--- src/nnu_pkg.sv ---
// Package for the nearest-neighbor upscaler: field widths, register indexes,
// the phase type and the job record passed from the front end to the back end.
// No dependencies.
package nnu_pkg;

  localparam int PIX_W      = 24;
  localparam int COLOR_W    = 8;
  localparam int SCALE_W    = 7;
  localparam int WIDTH_W    = 11;
  localparam int HEIGHT_W   = 16;
  localparam int COPY_W     = 6;
  localparam int PAD_W      = 2;
  localparam int CFG_IDX_W  = 2;
  localparam int CFG_DATA_W = 16;

  // Largest replication factor; larger register values are clamped to it.
  localparam int MAX_SCALE = 64;

  // Entries in the queue between front end and back end.
  localparam int QUEUE_DEPTH = 2;

  // Configuration register indexes.
  localparam logic [CFG_IDX_W-1:0] REG_SCALE     = 2'd0;
  localparam logic [CFG_IDX_W-1:0] REG_IN_WIDTH  = 2'd1;
  localparam logic [CFG_IDX_W-1:0] REG_IN_HEIGHT = 2'd2;

  typedef enum logic {
    PH_CAPTURE,
    PH_REPLAY
  } phase_t;

  // Effective (clamped) configuration values.
  typedef struct packed {
    logic [SCALE_W-1:0]  scale;
    logic [WIDTH_W-1:0]  width;
    logic [HEIGHT_W-1:0] height;
  } cfg_t;

  // One classified item: a pixel to be sent out scale times.
  typedef struct packed {
    logic [COLOR_W-1:0] blue;
    logic [COLOR_W-1:0] green;
    logic [COLOR_W-1:0] red;
    logic [SCALE_W-1:0] scale;
    logic               end_col;
    logic [PAD_W-1:0]   pad;
    logic               fend;
  } job_t;

endpackage

--- src/nnu_back.sv ---
// Back end of the upscaler: sends each queued pixel out scale times through
// an output register and marks the last copy, row end, pad bytes and frame end.
// Depends on nnu_pkg.
module nnu_back (
  input  logic                         clk,
  input  logic                         rst_n,
  input  logic                         q_valid,
  input  nnu_pkg::job_t                q_job,
  output logic                         q_pop,
  output logic                         out_valid,
  input  logic                         out_stall,
  output logic [nnu_pkg::COLOR_W-1:0]  out_blue,
  output logic [nnu_pkg::COLOR_W-1:0]  out_green,
  output logic [nnu_pkg::COLOR_W-1:0]  out_red,
  output logic                         out_last,
  output logic                         out_row_end,
  output logic [nnu_pkg::PAD_W-1:0]    out_pad_bytes,
  output logic                         out_frame_end
);

  logic [nnu_pkg::COPY_W-1:0] k_r, k_nxt;
  logic                       out_valid_r, out_valid_nxt;
  logic                       load, last_beat;
  logic [nnu_pkg::COLOR_W-1:0] blue_r, green_r, red_r;
  logic                       last_r, row_end_r, frame_end_r;
  logic [nnu_pkg::PAD_W-1:0]  pad_r;

  assign load      = !out_valid_r || !out_stall;
  assign last_beat = (7'(k_r) + 7'd1) == q_job.scale;
  assign q_pop     = load && q_valid && last_beat;

  always_comb begin
    k_nxt         = k_r;
    out_valid_nxt = out_valid_r;
    if (load) begin
      out_valid_nxt = q_valid;
      if (q_valid) begin
        k_nxt = last_beat ? '0 : k_r + 6'd1;
      end
    end
  end

  always_ff @(posedge clk) begin
    if (!rst_n) begin
      k_r         <= '0;
      out_valid_r <= 1'b0;
    end else begin
      k_r         <= k_nxt;
      out_valid_r <= out_valid_nxt;
    end
  end

  always_ff @(posedge clk) begin
    if (load && q_valid) begin
      blue_r      <= q_job.blue;
      green_r     <= q_job.green;
      red_r       <= q_job.red;
      last_r      <= last_beat;
      row_end_r   <= last_beat && q_job.end_col;
      pad_r       <= (last_beat && q_job.end_col) ? q_job.pad : '0;
      frame_end_r <= last_beat && q_job.fend;
    end
  end

  assign out_valid     = out_valid_r;
  assign out_blue      = blue_r;
  assign out_green     = green_r;
  assign out_red       = red_r;
  assign out_last      = last_r;
  assign out_row_end   = row_end_r;
  assign out_pad_bytes = pad_r;
  assign out_frame_end = frame_end_r;

endmodule

--- config.mk ---
export PLATFORM = sky130hd
export DESIGN_NAME = nnu_back
export DESIGN_NICKNAME = d
export VERILOG_FILES = /design/src/nnu_pkg.sv /design/src/nnu_back.sv
export SDC_FILE = /design/constraint.sdc
export NUM_CORES = 1
export LEC_CHECK = 0
export BUFFER_PORTS_ARGS = -buffer_cell sky130_fd_sc_hd__buf_4
export CAP_MARGIN = 10
export CORE_MARGIN = 5
export CORE_UTILIZATION = 40
export CTS_BUF_LIST = sky130_fd_sc_hd__clkbuf_8
export CTS_CLUSTER_DIAMETER = 100
export DETAILED_ROUTE_END_ITERATION = 8
export GPL_TIMING_DRIVEN = 0
export PLACE_DENSITY = 0.81
export SYNTH_ARGS = -nofsm -noshare
export SYNTH_HDL_FRONTEND = slang
export SYNTH_SLANG_ARGS = --single-unit
export TNS_END_PERCENT = 5
--- constraint.sdc ---
create_clock -name clk -period 2.3 [get_ports clk]
set_clock_uncertainty 0.15 [all_clocks]
set_input_delay 0.46 -clock clk [delete_from_list [all_inputs] [get_ports clk]]
set_output_delay 0.46 -clock clk [all_outputs]
set_load 0.05 [all_outputs]
==> results.json <==
{
  "violations": "setup timing",
  "cts_buffers": 5,
  "cts_tree": "done",
  "track_usage_pct": 14.1,
  "final_hold_viol_count": 0,
  "grt_max_degree": 35,
  "avgViaCountPerCell": 4.96,
  "fill_cells": 280,
  "required_ns": 1.69,
  "ys_warn_count": 0,
  "gp_congestion": 0.863,
  "grtUsageMet2_pct": 22.6,
  "dp_slack_ns": -0.197,
  "outcome": "finished with violations",
  "final_nets": 220,
  "tightestPinTransition_ns": 1.18,
  "cts_max_level": 2,
  "gr-usage-met3_pct": 6.31,
  "dr.pass1.iters": 4,
  "crit_fanout": 6,
  "max_clock_freq_mhz": 423,
  "dp_hpwl_um": 2550,
  "die_x_um": 70.0,
  "die_area_mm2": 0.00490,
  "io_pins": 70,
  "syn_area_per_cell_um2": 14.3,
  "drv_slew": 0,
  "grt_pass1_vias": 1114,
  "regArea_mm2": 0.00102,
  "busiest_layer": "met2",
  "final_area_mm2": 0.00222,
  "cap_violations": 0,
  "power_density_mw_per_mm2": 701,
  "netlist_instances": 101,
  "max_slew_margin_pct": 21.2,
  "vias": 1125,
  "finalWorstSetupSlack_ns": -0.0664,
  "start_kind": "register",
  "max_stage_delay_ns": 0.37,
  "multiInputGateArea_um2": 485,
  "ys_seq_area_share_pct": 70.1,
  "die_h_um": 70.0,
  "ir_worst_vdd_mv": 0.389,
  "root_buffer": "clkbuf_8",
  "finalSetupViolCount": 1,
  "n_antenna_cell": 0,
  "start_util_pct": 42.2,
  "synth_area_leader_cell": "edfxtp_1",
  "hold_buffers": 0,
  "drive_gt1_share_pct": 50.8,
  "antenna_found_initial": 0,
  "crit_top_cell": "and3_4",
  "clock_path_buffers": 2,
  "fin_crit_sh_pct": 103,
  "synth.distinct_cells": 28,
  "final_antenna_net_count": 0,
  "whs_ns": 0.204,
  "use_met1_pct": 16.6,
  "worstPathArrival_ns": 1.76,
  "drc": 0,
  "syn_area_mm2": 0.00144,
  "rsz0062_at_grt": "true",
  "cts_num_sinks": 36,
  "crit_type": "reg2out",
  "io_buffers": 69,
  "synth.ff_latch_count": 36,
  "syn2layout_area_growth_pct": 54.3,
  "rows": 21,
  "synth_area_leaders": "edfxtp_1, dfxtp_1, and3_1",
  "grt_overflow": 0,
  "crit_slowest_cell": "dfxtp_4",
  "core_area_mm2": 0.00342,
  "leakagePower_nw": 0.941,
  "crit_path_cell_trace": "ha_4 > and3_4 > and3_4 > o32ai_4 > nor3_4 > buf_6",
  "synth_top_area_share_pct": 60.4,
  "place_area_mm2": 0.00205,
  "end_kind": "output pin",
  "worstHoldPathType": "in2reg",
  "period_needed_ns": 2.37,
  "syn-num-nets": 141,
  "drt-initial-drc-count": 90,
  "wl_um": 3410,
  "grt_first_pass_wirelength_um": 5380,
  "wl_per_cell_um": 15.0,
  "clk_latency_ns": 0.28,
  "path_clk_slew_ns": 0.07
}
[per-stage QoR]
stage / power [mW] / cells / util [%] / setup TNS, ns
after detailed placement: 1.04 / 216 / 60.1 / -1.54
after global placement: 1.03 / 216 / 60.1 / -0.291
after floorplan: 0.926 / 101 / - / 0
final: 1.56 / 227 / 65.1 / -0.0664
after CTS: 1.58 / 227 / 65.0 / -0.0585
after global routing: 1.63 / 227 / 65.1 / -0.345
[metal layers]
metal  routed length, um  part of all wire, %  up-vias
met1                1460                   43      512
met2                1550                   45       66
li1                    -                    -      540
met4                  57                  1.7        0
met3                 343                   10        7
met5                   0                    0        -
[cell usage after synthesis]
cell / count
or3_1: 1
o32ai_4: 1
nand3b_1: 1
nor3_1: 3
nor2_2: 1
o2111ai_2: 1
nand2_1: 8
nor3b_1: 1
inv_1: 2
o21ai_0: 1
nor2b_1: 2
a31oi_1: 1
nand3_1: 1
o22ai_1: 4
dfxtp_1: 7
nor2_1: 4
a21boi_1: 4
ha_1: 1
xor2_1: 4
a21oi_1: 2
o211ai_1: 1
o21ai_1: 3
a211oi_1: 1
and3_1: 7
edfxtp_1: 29
and4b_1: 2
and2_1: 5
xnor2_1: 3
[what timing repair did]
action                     in CTS  in global routing
hold endpoints to repair        0                  0
pin swaps                       4                  2
gates cloned                    0                  0
setup endpoints to repair       1                  3
setup buffers                   3                  0
gates resized for setup        10                  2
[where the power goes]
part	total [mW]	switching, mW	internal (mW)
clock network	0.525	0.208	0.317
logic	0.277	0.174	0.103
registers	0.757	0.0141	0.743
[registers in the layout, indices dropped and copies added, names as in the netlist]
register / count
out_row_end: 1
out_last: 1
out_red: 8
out_blue: 8
out_frame_end: 1
out_valid: 1
out_pad_bytes: 2
k_r: 6
out_green: 8
[cells in the final DEF (no fill, tap or decap), drive strengths merged, types with 2 or more instances in the layout]
cell type / netlist / final
o21ai: 4 / 4
a21oi: 2 / 2
and4b: 2 / 2
xnor2: 3 / 3
clkbuf: 0 / 5
dfxtp: 7 / 7
buf: 0 / 72
inv: 2 / 3
nor3: 3 / 3
o22ai: 4 / 4
nor2b: 2 / 2
and3: 7 / 7
and2: 5 / 5
nand2: 8 / 8
nor2: 5 / 5
edfxtp: 29 / 29
xor2: 4 / 4
a21boi: 4 / 4
[critical path, delay by kind of cell (launching register included)]
family / cells / cell delay, ns
buffers and inverters: 1 / 0.16
adders and majority gates: 1 / 0.18
DFF: 1 / 0.37
and+or+nand+nor: 3 / 0.46
AOI/OAI and AO/OA: 1 / 0.31
[path summary, 6_finish.rpt]
check,start,endpoint,slack (ns),cells past startpoint
max,k_r[0],q_pop,-0.07,6
min,q_job[26],out_green[7],0.20,1
max reg2reg,out_valid,k_r[5],0.08,6
min reg2reg,k_r[1],k_r[1],0.36,2
[cell families (layout without fill, tap and decap cells)]
group           after synthesis  after routing  share of synthesized area, %
flops                        36             36                          70.1
simple gates                 36             36                          13.9
compound gates               19             19                          10.3
xor+xnor                      7              7                          4.25
buf+inv                       2             82                         0.521
fa+ha+maj                     1              1                         0.868
[final cells by class]
cell class	instances	area share (%)
inverters	2	0.338
clock buffers	5	3.10
flip-flops and latches	36	45.9
clock inverters	3	1.74
well taps	46	2.59
repair buffers	72	24.5
multi-input cells	63	21.8
No activity file was read; power rests on OpenSTA's default activity.
