[config.mk]
export PLATFORM = sky130hd
export DESIGN_NAME = nnu_front
export DESIGN_NICKNAME = d
export VERILOG_FILES = /design/src/nnu_pkg.sv /design/src/nnu_front.sv
export SDC_FILE = /design/constraint.sdc
export NUM_CORES = 1
export LEC_CHECK = 0
export ABC_AREA = 1
export BUFFER_PORTS_ARGS = -buffer_cell sky130_fd_sc_hd__buf_4
export CORE_MARGIN = 2
export CORE_UTILIZATION = 40
export DETAILED_ROUTE_END_ITERATION = 10
export PLACE_DENSITY = 0.78
export SKIP_LAST_GASP = 1
export SYNTH_ARGS = -nofsm -noshare
export SYNTH_HDL_FRONTEND = slang
export SYNTH_SLANG_ARGS = --single-unit
[constraint.sdc]
create_clock -name clk -period 2.7 [get_ports clk]
set_input_delay 0.27 -clock clk [delete_from_list [all_inputs] [get_ports clk]]
set_output_delay 0.27 -clock clk [all_outputs]
set_load 0.005 [all_outputs]
[src/nnu_pkg.sv]
// Package for the nearest-neighbor upscaler: field widths, register indexes,
// the phase type and the job record passed from the front end to the back end.
// No dependencies.
package nnu_pkg;

  localparam int PIX_W      = 24;
  localparam int COLOR_W    = 8;
  localparam int SCALE_W    = 7;
  localparam int WIDTH_W    = 11;
  localparam int HEIGHT_W   = 16;
  localparam int COPY_W     = 6;
  localparam int PAD_W      = 2;
  localparam int CFG_IDX_W  = 2;
  localparam int CFG_DATA_W = 16;

  // Largest replication factor; larger register values are clamped to it.
  localparam int MAX_SCALE = 64;

  // Entries in the queue between front end and back end.
  localparam int QUEUE_DEPTH = 2;

  // Configuration register indexes.
  localparam logic [CFG_IDX_W-1:0] REG_SCALE     = 2'd0;
  localparam logic [CFG_IDX_W-1:0] REG_IN_WIDTH  = 2'd1;
  localparam logic [CFG_IDX_W-1:0] REG_IN_HEIGHT = 2'd2;

  typedef enum logic {
    PH_CAPTURE,
    PH_REPLAY
  } phase_t;

  // Effective (clamped) configuration values.
  typedef struct packed {
    logic [SCALE_W-1:0]  scale;
    logic [WIDTH_W-1:0]  width;
    logic [HEIGHT_W-1:0] height;
  } cfg_t;

  // One classified item: a pixel to be sent out scale times.
  typedef struct packed {
    logic [COLOR_W-1:0] blue;
    logic [COLOR_W-1:0] green;
    logic [COLOR_W-1:0] red;
    logic [SCALE_W-1:0] scale;
    logic               end_col;
    logic [PAD_W-1:0]   pad;
    logic               fend;
  } job_t;

endpackage

[src/nnu_front.sv]
// Front end of the upscaler: accepts items, drops those of the wrong kind,
// keeps column, copy and row position, drives the line store and builds jobs.
// Depends on nnu_pkg.
module nnu_front #(
  parameter int MAX_WIDTH = 1024,
  localparam int CW = (MAX_WIDTH > 1) ? $clog2(MAX_WIDTH) : 1
) (
  input  logic                         clk,
  input  logic                         rst_n,
  input  nnu_pkg::cfg_t                cfg,
  input  logic                         in_valid,
  input  logic                         in_command,
  input  logic [nnu_pkg::COLOR_W-1:0]  in_blue,
  input  logic [nnu_pkg::COLOR_W-1:0]  in_green,
  input  logic [nnu_pkg::COLOR_W-1:0]  in_red,
  output logic                         in_stall,
  output logic                         ram_we,
  output logic [CW-1:0]                ram_waddr,
  output logic [nnu_pkg::PIX_W-1:0]    ram_wdata,
  output logic                         ram_re,
  output logic [CW-1:0]                ram_raddr,
  input  logic [nnu_pkg::PIX_W-1:0]    ram_rdata,
  output logic                         job_valid,
  output nnu_pkg::job_t                job,
  input  logic                         job_ready
);

  nnu_pkg::phase_t phase_r, phase_nxt;
  logic [CW-1:0]                   col_r, col_nxt;
  logic [nnu_pkg::COPY_W-1:0]      copy_r, copy_nxt;
  logic [nnu_pkg::HEIGHT_W-1:0]    row_r, row_nxt;
  logic                            s1_valid_r, s1_valid_nxt;
  logic                            s1_use_ram_r;
  nnu_pkg::job_t                   s1_job_r, job_nxt;

  logic replay, take, push, end_col, last_copy, row_last, col_wrap;

  assign replay   = (phase_r == nnu_pkg::PH_REPLAY);
  assign in_stall = s1_valid_r && !job_ready;
  assign take     = in_valid && !in_stall && (in_command == replay);
  assign push     = s1_valid_r && job_ready;

  assign end_col   = (17'(col_r) + 17'd1) >= 17'(cfg.width);
  assign last_copy = replay ? ((7'(copy_r) + 7'd1) >= cfg.scale) : (cfg.scale == 7'd1);
  assign row_last  = (17'(row_r) + 17'd1) >= 17'(cfg.height);
  assign col_wrap  = (32'(col_r) == MAX_WIDTH - 1);

  // Line store: captured pixels are written, replay items read back.
  assign ram_we    = take && !replay;
  assign ram_waddr = col_r;
  assign ram_wdata = {in_red, in_green, in_blue};
  assign ram_re    = take && replay;
  assign ram_raddr = col_r;

  // Phase transitions happen only at the end of a row.
  always_comb begin
    phase_nxt = phase_r;
    if (take && end_col) begin
      phase_nxt = last_copy ? nnu_pkg::PH_CAPTURE : nnu_pkg::PH_REPLAY;
    end
  end

  always_comb begin
    col_nxt  = col_r;
    copy_nxt = copy_r;
    row_nxt  = row_r;
    if (take) begin
      if (!end_col) begin
        col_nxt = col_wrap ? '0 : col_r + CW'(1);
      end else begin
        col_nxt = '0;
        if (last_copy) begin
          copy_nxt = '0;
          row_nxt  = row_last ? '0 : row_r + 16'd1;
        end else begin
          copy_nxt = copy_r + 6'd1;
        end
      end
    end
  end

  // Job contents; the pad count is (width * scale) mod 4.
  always_comb begin
    logic [3:0] prod;
    prod            = cfg.width[1:0] * cfg.scale[1:0];
    job_nxt.blue    = in_blue;
    job_nxt.green   = in_green;
    job_nxt.red     = in_red;
    job_nxt.scale   = cfg.scale;
    job_nxt.end_col = end_col;
    job_nxt.pad     = prod[1:0];
    job_nxt.fend    = end_col && last_copy && row_last;
  end

  assign s1_valid_nxt = take ? 1'b1 : (push ? 1'b0 : s1_valid_r);

  always_ff @(posedge clk) begin
    if (!rst_n) begin
      phase_r    <= nnu_pkg::PH_CAPTURE;
      col_r      <= '0;
      copy_r     <= '0;
      row_r      <= '0;
      s1_valid_r <= 1'b0;
    end else begin
      phase_r    <= phase_nxt;
      col_r      <= col_nxt;
      copy_r     <= copy_nxt;
      row_r      <= row_nxt;
      s1_valid_r <= s1_valid_nxt;
    end
  end

  always_ff @(posedge clk) begin
    if (take) begin
      s1_job_r     <= job_nxt;
      s1_use_ram_r <= replay;
    end
  end

  // A replayed pixel comes from the store's registered read port, in the cycle after the read.
  always_comb begin
    job = s1_job_r;
    if (s1_use_ram_r) begin
      job.blue  = ram_rdata[7:0];
      job.green = ram_rdata[15:8];
      job.red   = ram_rdata[23:16];
    end
  end

  assign job_valid = s1_valid_r;

endmodule

==> impl_metrics.env <==
export IMPL_min_path_type="primary input to flip-flop"
export IMPL_dr_first_iter_drc_count=208
export IMPL_hold_viol_final=0
export IMPL_layout_common_cells="191 x buf_4, 136 x nand2_1, 92 x inv_1, 36 x edfxtp_1, 34 x nor2_1"
export IMPL_grt_use_met3_pct=3.24
export IMPL_gr_total_overflow=0
export IMPL_die_area_um2=12600
export IMPL_path_cells="nand2_1 > nor2_1 > nand3_2 > nor2_4 > xor2_2 > ha_1 > nand2_1 > inv_1 > nand2_1 > nor3_2 > nand2_1 > nand2_4 > nand3_4 > nand2_2 > inv_2 > nand2_1 > nand2_1"
export IMPL_power_density_nw_per_um2=413
export IMPL_fmaxAchievable_mhz=389
export IMPL_synth_nets=711
export IMPL_synth_seq_area_share_pct=37.6
export IMPL_r2r_end="row_r[9]"
export IMPL_core_area_um2=11400
export IMPL_status="finished clean"
export IMPL_setup_viol=0
export IMPL_grt_pass1_vias=3904
export IMPL_worstPathRequired_ps=2910
export IMPL_wire_per_inst_um=13.3
export IMPL_fill_cells=983
export IMPL_finalClockSkew_ps=8.62
export IMPL_cp_data_arrival_time_ps=2780
export IMPL_cts_tree="built"
export IMPL_grtUsageTotal_pct=17.2
export IMPL_irDropWorstVdd_mv=0.266
export IMPL_clock_sinks=70
export IMPL_hpwl_um=8830
export IMPL_min_from="in_blue[3]"
export IMPL_gr_max_usage_layer="met2"
export IMPL_drv_slew=0
export IMPL_drive_gt1_share_pct=40.6
export IMPL_synth_cell_area_um2=4680
export IMPL_fin_hold_ws_ps=136
export IMPL_worstSkewPairLatency_ps=320
export IMPL_cp_buffers_inverters=2
export IMPL_rsz0062_at_grt="yes"
export IMPL_p_clk_share_pct=43.9
export IMPL_internal_power_mw=2.13
export IMPL_seq_power_share_pct=42.4
export IMPL_ctsHtreeMaxLevel=3
export IMPL_grt_max_degree=40
export IMPL_start_util_pct=41.0
export IMPL_cts_hold_buf=0
export IMPL_drt_first_pass_iters=4
export IMPL_tightest_slew_ps=793
export IMPL_min_period_ps=2570
export IMPL_synth_cell_types=34
export IMPL_yosys_warnings=0
export IMPL_slowest_stage="dfxtp_1"
export IMPL_clockRootBuffer="clkbuf_16"
export IMPL_gp_congestion=0.879
export IMPL_nNetsFinal=866
export IMPL_synth_edf_count=36
export IMPL_port_buffers=169
export IMPL_synthFlopType="edfxtp_1"
export IMPL_swShare_pct=22.1
export IMPL_ff2ff_setup_slack_ps=130
export IMPL_slew_headroom_pct=47.1
export IMPL_max_stage_delay_ps=430
export IMPL_async_flop_share_pct=0
export IMPL_ant_nets=0
export IMPL_combinationalPowerShare_pct=13.7
export IMPL_n_antenna_cell=0
export IMPL_row_count=39
export IMPL_final_common_cell="buf_4"
export IMPL_use_met2_pct=30.2
export IMPL_hold_depth=1
export IMPL_drc=0
export IMPL_cpLargestDelayFamily="simple AND/OR/NAND/NOR gates"
export IMPL_io_pins=170
export IMPL_tns_ps=0
export IMPL_clk_pin_slew_worst_paths_ps=60
export IMPL_vias=4161
export IMPL_p_total_mw=2.74
export IMPL_dieHeight_um=112
export IMPL_cts_buffers=9
export IMPL_path_common_cell="nand2_1"
export IMPL_cp_end_kind="flip-flop"
export IMPL_maxCapViolations=0
export IMPL_switchingPower_mw=0.604
export IMPL_reg2reg_depth=17
export IMPL_min_to="s1_job_r[30]"
export IMPL_ys_seq_elements=70
export IMPL_crit_path_start_kind="flip-flop"
export IMPL_vias_per_cell=4.68
export IMPL_synth_area_per_cell_um2=7.98
export IMPL_utilization_pct=58.1
export IMPL_path_depth=17
export IMPL_crit_type="flip-flop to flip-flop"
export IMPL_p_leak_nw=3.35
export IMPL_finalCritPeriodShare_pct=95.3
export IMPL_antenna_found_initial=0
export IMPL_area_growth_pct=41.6
export IMPL_cts_path_max_buffers=2
export IMPL_synth_cells=587
export IMPL_drt_wl_total_um=11800
export IMPL_use_met1_pct=21.3
export IMPL_crit_path_max_fanout=8
export IMPL_die_width_um=112
export IMPL_grt_pass1_wl_um=17700
export IMPL_rr_startpoint="ram_raddr[4]"
==> stage by stage <==
step           area, um2  instances  worst slack, ps
3_3_place_gp        5900        865            -33.6
3_5_place_dp        5900        865             -149
4_1_cts             6230        881            -7.33
5_1_grt             6630        890            -99.1
2_1_floorplan       4680        587              155
6_report            6630        890              126
==> cell families after synthesis <==
kind of cell | after synthesis | synth area share, %
xor gates and xnor gates | 22 | 4.12
buffers and inverters | 153 | 15.9
muxes | 24 | 5.77
adders and majority gates | 37 | 9.89
AOI/OAI and AO/OA | 37 | 4.30
and+or+nand+nor | 244 | 22.4
DFF | 70 | 37.6
==> synthesized netlist by cell type, drive strengths merged, types with 2 or more instances <==
| cell type | n | area share (%) |
|---|---|---|
| nand3b | 2 | 0.32 |
| inv | 101 | 8.1 |
| o21ai | 8 | 0.85 |
| dfxtp | 34 | 15 |
| nor3 | 8 | 1.2 |
| nand2 | 150 | 12 |
| clkbuf | 7 | 0.56 |
| nor3b | 2 | 0.32 |
| mux2 | 24 | 5.8 |
| a21oi | 27 | 3.1 |
| ha | 37 | 9.9 |
| nand4 | 9 | 1.2 |
| or2 | 2 | 0.27 |
| xnor2 | 3 | 0.56 |
| nor2 | 45 | 3.9 |
| nand3 | 24 | 2.7 |
| xor2 | 19 | 3.6 |
| buf | 45 | 7.2 |
| edfxtp | 36 | 23 |
==> what timing repair did <==
item / CTS / global route
setup endpoints to repair: 17 / 34
pin swaps: 1 / 23
gates resized for setup: 6 / 73
buffers inserted: 0 / 9
==> state kept, by name, summed over array words and instances, names as in the netlist <==
register	count
ram_raddr	10
job_valid	1
copy_r	6
phase_r	1
job	11
row_r	16
s1_use_ram_r	1
s1_job_r	24
==> worst max path at each step <==
stage                            start       end
final                     ram_raddr[4]  row_r[9]
after global routing          row_r[5]  row_r[4]
after CTS                     row_r[0]    job[0]
after detailed placement      row_r[0]    job[0]
after global placement        row_r[0]    job[0]
after floorplan           ram_raddr[0]  row_r[8]
==> power by group through the flow <==
stage	sequential (mW)	combinational [mW]	clock, mW
finish	1.16	0.375	1.20
global route	1.16	0.411	1.28
CTS	1.16	0.359	1.24
detailed placement	1.18	0.356	0
global placement	1.18	0.350	0
floorplan	1.18	0.166	0
==> final cells by class <==
class                   count  area, um2  share of cell area, %
clock buffers              11        254                   3.83
flip-flops and latches     70       1770                   26.8
repair buffers            196       1510                   22.7
inverters                 101        379                   5.72
well taps                 143        179                   2.70
multi-input cells         364       2480                   37.4
clock inverters             5       56.3                  0.849
==> layer usage <==
layer / vias to the layer above / wire length (um)
met5: - / 0
met2: 141 / 6040
met3: 4 / 842
met1: 1894 / 4870
li1: 2122 / -
met4: 0 / 62
Note: power is estimated with default switching activity, not from simulation.
