## src/nnu_pkg.sv

```systemverilog
// Package for the nearest-neighbor upscaler: field widths, register indexes,
// the phase type and the job record passed from the front end to the back end.
// No dependencies.
package nnu_pkg;

  localparam int PIX_W      = 24;
  localparam int COLOR_W    = 8;
  localparam int SCALE_W    = 7;
  localparam int WIDTH_W    = 11;
  localparam int HEIGHT_W   = 16;
  localparam int COPY_W     = 6;
  localparam int PAD_W      = 2;
  localparam int CFG_IDX_W  = 2;
  localparam int CFG_DATA_W = 16;

  // Largest replication factor; larger register values are clamped to it.
  localparam int MAX_SCALE = 64;

  // Entries in the queue between front end and back end.
  localparam int QUEUE_DEPTH = 2;

  // Configuration register indexes.
  localparam logic [CFG_IDX_W-1:0] REG_SCALE     = 2'd0;
  localparam logic [CFG_IDX_W-1:0] REG_IN_WIDTH  = 2'd1;
  localparam logic [CFG_IDX_W-1:0] REG_IN_HEIGHT = 2'd2;

  typedef enum logic {
    PH_CAPTURE,
    PH_REPLAY
  } phase_t;

  // Effective (clamped) configuration values.
  typedef struct packed {
    logic [SCALE_W-1:0]  scale;
    logic [WIDTH_W-1:0]  width;
    logic [HEIGHT_W-1:0] height;
  } cfg_t;

  // One classified item: a pixel to be sent out scale times.
  typedef struct packed {
    logic [COLOR_W-1:0] blue;
    logic [COLOR_W-1:0] green;
    logic [COLOR_W-1:0] red;
    logic [SCALE_W-1:0] scale;
    logic               end_col;
    logic [PAD_W-1:0]   pad;
    logic               fend;
  } job_t;

endpackage

```

## src/nnu_queue.sv

```systemverilog
// Small job queue between the upscaler front end and back end.
// Depends on nnu_pkg.
module nnu_queue (
  input  logic          clk,
  input  logic          rst_n,
  input  logic          push,
  input  nnu_pkg::job_t push_job,
  output logic          ready,
  input  logic          pop,
  output logic          valid,
  output nnu_pkg::job_t head
);

  localparam int DEPTH = nnu_pkg::QUEUE_DEPTH;
  localparam int PW    = (DEPTH > 1) ? $clog2(DEPTH) : 1;
  localparam int CNTW  = $clog2(DEPTH + 1);

  nnu_pkg::job_t     mem_r [DEPTH];
  logic [PW-1:0]     wr_r, wr_nxt, rd_r, rd_nxt;
  logic [CNTW-1:0]   cnt_r, cnt_nxt;

  assign ready = (32'(cnt_r) != DEPTH);
  assign valid = (cnt_r != '0);
  assign head  = mem_r[rd_r];

  always_comb begin
    wr_nxt  = wr_r;
    rd_nxt  = rd_r;
    cnt_nxt = cnt_r;
    if (push) begin
      wr_nxt = (32'(wr_r) == DEPTH - 1) ? '0 : wr_r + PW'(1);
    end
    if (pop) begin
      rd_nxt = (32'(rd_r) == DEPTH - 1) ? '0 : rd_r + PW'(1);
    end
    if (push && !pop) begin
      cnt_nxt = cnt_r + CNTW'(1);
    end else if (pop && !push) begin
      cnt_nxt = cnt_r - CNTW'(1);
    end
  end

  always_ff @(posedge clk) begin
    if (!rst_n) begin
      wr_r  <= '0;
      rd_r  <= '0;
      cnt_r <= '0;
    end else begin
      wr_r  <= wr_nxt;
      rd_r  <= rd_nxt;
      cnt_r <= cnt_nxt;
    end
  end

  always_ff @(posedge clk) begin
    if (push) begin
      mem_r[wr_r] <= push_job;
    end
  end

endmodule

```

## config.mk

```make
export PLATFORM = sky130hd
export DESIGN_NAME = nnu_queue
export DESIGN_NICKNAME = d
export VERILOG_FILES = /design/src/nnu_pkg.sv /design/src/nnu_queue.sv
export SDC_FILE = /design/constraint.sdc
export NUM_CORES = 1
export LEC_CHECK = 0
export BUFFER_PORTS_ARGS = -buffer_cell sky130_fd_sc_hd__buf_2
export CORE_AREA = 3 3 83 85
export CTS_CLUSTER_SIZE = 30
export DETAILED_ROUTE_END_ITERATION = 8
export DIE_AREA = 0 0 86 88
export MAX_ROUTING_LAYER = met4
export PLACE_DENSITY = 0.68
export SLEW_MARGIN = 20
export SYNTH_ARGS = -nofsm -noshare
export SYNTH_HDL_FRONTEND = slang
export SYNTH_SLANG_ARGS = --single-unit
export TNS_END_PERCENT = 20
```

## constraint.sdc

```tcl
create_clock -name clk -period 8.8 [get_ports clk]
set_input_delay 2.64 -clock clk [delete_from_list [all_inputs] [get_ports clk]]
set_output_delay 2.64 -clock clk [all_outputs]
set_load 0.005 [all_outputs]
```

==> run metrics, run 1 <==
dpl cells 279; wire per inst 15.8 um; Compound-Gate Fraction of Synth Area 0.00727; Reg power frac 0.536; Post-DRT Antenna Nets 0; RD Place Congestion 0.675; largest net degree at the start of global routing 37; total setup buffers inserted after CTS 0; H-tree Lvls 3; clock power share 0.384; Core Area 6280 sq um; Netlist Area Pre-Place 2750 sq um; WP data arrival 1.80 ns; Vias 1402; final worst setup slack 4.36 ns; Final Max Slew Viols 0; Synth Area in Adders 0.00454; n_diodes 0; post-synthesis simple-gate area fraction 0.0204; Pwr Density 230 nW/um^2; final hold violations 0; Finish-stage setup viols 0; buffers added on ports 75; Syn Area/Cell 21.0 sq um; Rel. slew slack 0.310; post-detail-place hpwl 2970 um; Root Driver clkbuf_8; FILL cells 517; Die Y-Extent 88 um; CP Max Fanout 35; Worst Hold Class flop to flop; Post-Syn Instances 131; Int Power 630 uW; Leak 1.31 nW; Routed WL 4670 um; Yosys cell types 17; RSZ-0062 raised after global routing no; Area growth, synth to finish 24.4%; Tcrit/Tclk final 0.505; flops & latches, synth 75; CTS tree done; chip width 86 um; Post-route DRC 0; largest family of logic cells by synthesized area multiplexers; GRT overflow 0; XOR/XNOR Fraction of Synth Area 0.00954; Reg clk slew, reported paths 0.07 ns; switching share of power 0.200; Num CTS Buffers 9; Worst-Margin Slew 1.03 ns; Layout Cells excl Fill 295; Hold WS 0.514 ns; hold buffers post-CTS 0; vias in the first global route 1470; outcome finished clean; Total Routing Usage GR 0.136; fin util 0.546; Max clock buf depth 2; WP data required 6.16 ns; YS warnings 0; Initial Utilization 0.439; clk_lat worst skew 0.34 ns; Worst Skew 0.00742 ns; Yosys top cell area share 0.763; total die area 7570 sq um; initial drt markers 51; final net count 253; Post-Syn Nets 171; Max Fclk 225 MHz; TNS Setup 0 ns; routed vias/inst 4.75; Tmin final 4.44 ns; Comb power frac 0.079; row count 29; first-pass GRT wire length 7400 um; critical path class flop to output port; CP startpoint kind flop; DRT Pass-1 Iters 4; area leader, netlist edfxtp_1; share of cells above drive strength 1 0.417; post-synthesis mux area share 0.143; most area-consuming cells after synthesis edfxtp_1, mux2_1, dfxtp_1; initial antenna violation count 0; CTS-repair resized insts 0; max_cap viols 0; sw power 158 uW; post-synthesis sequential area ratio 0.800; Setup WS pre-CTS 4.68 ns; Crit. End Element output port; VDD IR max 0.000140 V; CTS sink count 75; IO Pins 76
[layer usage]
layer,global-route usage,wire [um],up-vias
li1,-,-,669
met1,0.154,1950,678
met2,0.221,2350,45
met3,0.0357,260,10
met4,0.0734,105,0
met5,-,0,-
[stage by stage]
stage                     power [mW]  cell area (sq um)
after detailed placement       0.495               3200
final                          0.788               3430
after global placement         0.493               3200
after floorplan                0.461               2750
after global routing           0.821               3430
after CTS                      0.797               3430
[placed cells by master, fill, tap and decap left out]
cell / count
a21boi_1: 1
and2_1: 3
and2_2: 1
buf_2: 75
bufinv_16: 3
clkbuf_8: 9
clkinv_1: 3
clkinv_2: 1
dfxtp_1: 4
dfxtp_2: 1
edfxtp_1: 70
ha_1: 1
inv_1: 1
mux2_1: 35
nand2b_1: 1
nor2b_1: 1
nor2b_4: 1
o21a_1: 1
o21ai_0: 1
or2_1: 1
or3_1: 1
xnor2_1: 1
xor2_1: 2
[layout make-up]
cell class	count	area, sq um	share of cell area
Sequential cell	75	2200	0.643
Inverter	1	3.75	0.00110
Multi-Input combinational cell	51	518	0.151
Timing Repair Buffer	75	375	0.110
Clock buffer	9	124	0.0361
Tap cell	77	96.3	0.0281
Clock inverter	7	106	0.0310
[power groups by stage]
| stage | clock network [mW] | logic [mW] | registers, mW |
|---|---|---|---|
| after global routing | 0.325 | 0.0702 | 0.425 |
| after CTS | 0.309 | 0.0645 | 0.423 |
| after global placement | 0 | 0.0629 | 0.430 |
| final | 0.303 | 0.0625 | 0.423 |
| after detailed placement | 0 | 0.0638 | 0.431 |
| after floorplan | 0 | 0.0381 | 0.423 |
[cells in the mapped netlist]
library cell	count
buf_6	3
xnor2_1	1
mux2_1	35
dfxtp_1	5
xor2_1	2
or2_1	1
edfxtp_1	70
o21ai_0	1
or3_1	1
buf_2	1
ha_1	1
and2_1	4
nor2b_1	2
o21a_1	1
nand2b_1	1
inv_1	1
a21boi_1	1
[path summary, 6_finish.rpt]
| path | start | depth (start not counted) | to | slack (ns) |
|---|---|---|---|---|
| max | flop | 2 | head[25] | 4.36 |
| min | cnt_r[1] | 2 | cnt_r[1] | 0.51 |
| max reg2reg | wr_r | 1 | mem_r[0][34] | 7.25 |
| min reg2reg | cnt_r[1] | 2 | cnt_r[1] | 0.51 |
[critical path, cell delays in order (launching register included)]
cell and delay (ns):
dfxtp_2 0.92, mux2_1 0.41, buf_2 0.13
[state kept, by name (all words and copies together) (netlist names), named ones only]
register and flops:
mem_r 70, wr_r 1, cnt_r 2, rd_r 1
[cells by family after synthesis]
family	after synthesis
XOR/XNOR	3
AO/OA/AOI/OAI	3
multiplexers	35
AND/OR/NAND/NOR	9
flip-flops	75
adder cells (fa/ha/maj)	1
buffers and inverters	5
(Power assumes the default switching activity.)
==> run 2: changes to the inputs <==
- ABC_AREA: not set -> 1
- CORE_AREA: 3 3 83 85 -> 3 3 85 87
- DIE_AREA: 0 0 86 88 -> 0 0 88 90
- PLACE_DENSITY: 0.68 -> 0.71
- clock period: 8.8 -> 3.85 ns (I/O delays scaled with it)
==> run 2 against run 1 <==
  * Register-to-register slack got worse by 4.9 ns
  * Critical path depth rose by 1
  * Flip-flop and latch count did not move
  * Global-route usage fell by 0.90 points
==> run metrics, run 2 <==
VDD IR max 0.000273 V; Hold WS 0.524 ns; final hold violations 0; Reg clk slew, reported paths 0.07 ns; initial antenna violation count 0; Core Area 6420 sq um; sw power 369 uW; Commonest cells post-synth edfxtp_1, mux2_4, nand2_1; Routed WL 4700 um; routed vias/inst 4.68; Root Driver clkbuf_8; most frequent cells in the layout buf_2, edfxtp_1, mux2_4; Post-DRT Antenna Nets 0; Post-Syn Nets 184; CP Max Fanout 21; Syn Area/Cell 20.2 sq um; post-detail-place hpwl 3310 um; area leader, netlist edfxtp_1; share of cells above drive strength 1 0.556; Main synth FF type edfxtp_1; flops & latches, synth 75; Yosys cell types 14; Netlist Area Pre-Place 2910 sq um; Reg power frac 0.562; Initial Utilization 0.453; outcome finished clean; WP data required 2.69 ns; Async SR Flop Fraction 0; CTS tree done; clock power share 0.338; IO Pins 76; GRT overflow 0; Worst-Margin Slew 0.588 ns; Yosys top cell area share 0.723; Num CTS Buffers 9; post-synthesis sequential area ratio 0.757; WP data arrival 1.73 ns; clk_lat worst skew 0.33 ns; most frequent cell after synthesis edfxtp_1; Largest Register mem_r; most area-consuming cells after synthesis edfxtp_1, mux2_4, dfxtp_1; Tcrit/Tclk final 0.748; total die area 7920 sq um; Worst Skew 0.00618 ns; max reg flops 70; Tmin final 2.88 ns; initial drt markers 91; Post-Syn Instances 144; row count 29; Total Routing Usage GR 0.127; Layout Cells excl Fill 311; hold buffers post-CTS 0; max_cap viols 0; Die Y-Extent 90 um; Post-route DRC 0; Top Registers mem_r: 70 flops, cnt_r: 2 flops; commonest non-fill, non-tap cell in the layout buf_2; Area growth, synth to finish 22.4%; Leak 1.44 nW; largest net degree at the start of global routing 26; buffers added on ports 75; Comb power frac 0.101; TNS Setup 0 ns; Worst Hold Class flop to flop; Finish-stage setup viols 0; Int Power 1.34 mW; Crit. End Element output port; Max clock buf depth 2; switching share of power 0.216; n_diodes 0; RSZ-0062 raised after global routing no; chip width 88 um; Vias 1454; vias in the first global route 1545; Rel. slew slack 0.608; Pwr Density 479 nW/um^2; wire per inst 15.1 um; Final Max Slew Viols 0; first-pass GRT wire length 7230 um; RD Place Congestion 0.723; CTS-repair resized insts 0; critical path class flop to output port; H-tree Lvls 3; dpl cells 295; final net count 269; DRT Pass-1 Iters 4; CTS sink count 75; CP startpoint kind flop; YS warnings 0; total setup buffers inserted after CTS 0; Max Fclk 347 MHz; EDFF count, synth 70
-- run 2: changes by cell type after synthesis, moves of 3 or more --
cell / before / now
mux2_2: 0 / 5
and2_1: 4 / 0
mux2_4: 0 / 30
mux2_1: 35 / 0
buf_12: 0 / 3
nand2_1: 0 / 10
nor2_1: 0 / 7
inv_1: 1 / 8
-- run 2: power by group through the flow --
stage | registers, mW | logic [mW] | clock network (mW)
after floorplan | 0.968 | 0.112 | 0
after global placement | 0.974 | 0.172 | 0
after detailed placement | 0.977 | 0.176 | 0
after CTS | 0.959 | 0.176 | 0.595
after global routing | 0.962 | 0.189 | 0.643
final | 0.958 | 0.172 | 0.576
-- run 2: logic make-up after synthesis --
logic type,after synthesis,share of synthesized area
AOI/OAI and AO/OA,2,0.00344
adders and majority gates,1,0.00430
and+or+nand+nor,19,0.0258
DFF,75,0.757
buffers and inverters,12,0.0349
muxes,35,0.174
-- run 2: worst max-delay path, cell delays in order, from the launching register on --
cell and delay, ns:
dfxtp_2 0.62, buf_12 0.26, mux2_2 0.36, buf_2 0.13
-- run 2: path summary, 6_finish.rpt --
kind | from | endpoint | slack (ns) | depth (start not counted)
max | flop | head[21] | 0.97 | 3
min | rd_r | flop | 0.52 | 2
max reg2reg | wr_r | mem_r[1][20] | 2.36 | 3
min reg2reg | rd_r | flop | 0.52 | 2
-- run 2: area by class of cell --
class | count | area [sq um]
repair buffers | 78 | 423
multi-input cells | 57 | 612
clock buffers | 10 | 128
inverters | 8 | 30.0
fillers | 517 | 2860
clock inverters | 6 | 66.3
well taps | 77 | 96.3
flip-flops and latches | 75 | 2200
-- run 2: layer usage --
layer,vias to the layer above,part of all wire,wire length (um),GRT usage
li1,707,-,-,-
met1,692,0.41,1910,0.130
met2,53,0.52,2430,0.208
met3,2,0.069,325,0.0585
met4,0,0.0057,27,0.0537
met5,-,0,0,-
-- run 2: stage by stage --
stage	power [mW]	utilization	setup slack, ns	cell area, sq um
finish	1.71	0.554	0.969	3560
global route	1.79	0.554	0.851	3560
CTS	1.73	0.554	0.923	3560
detailed placement	1.15	0.524	1.30	3360
global placement	1.15	0.524	1.32	3360
floorplan	1.08	-	0.753	2910
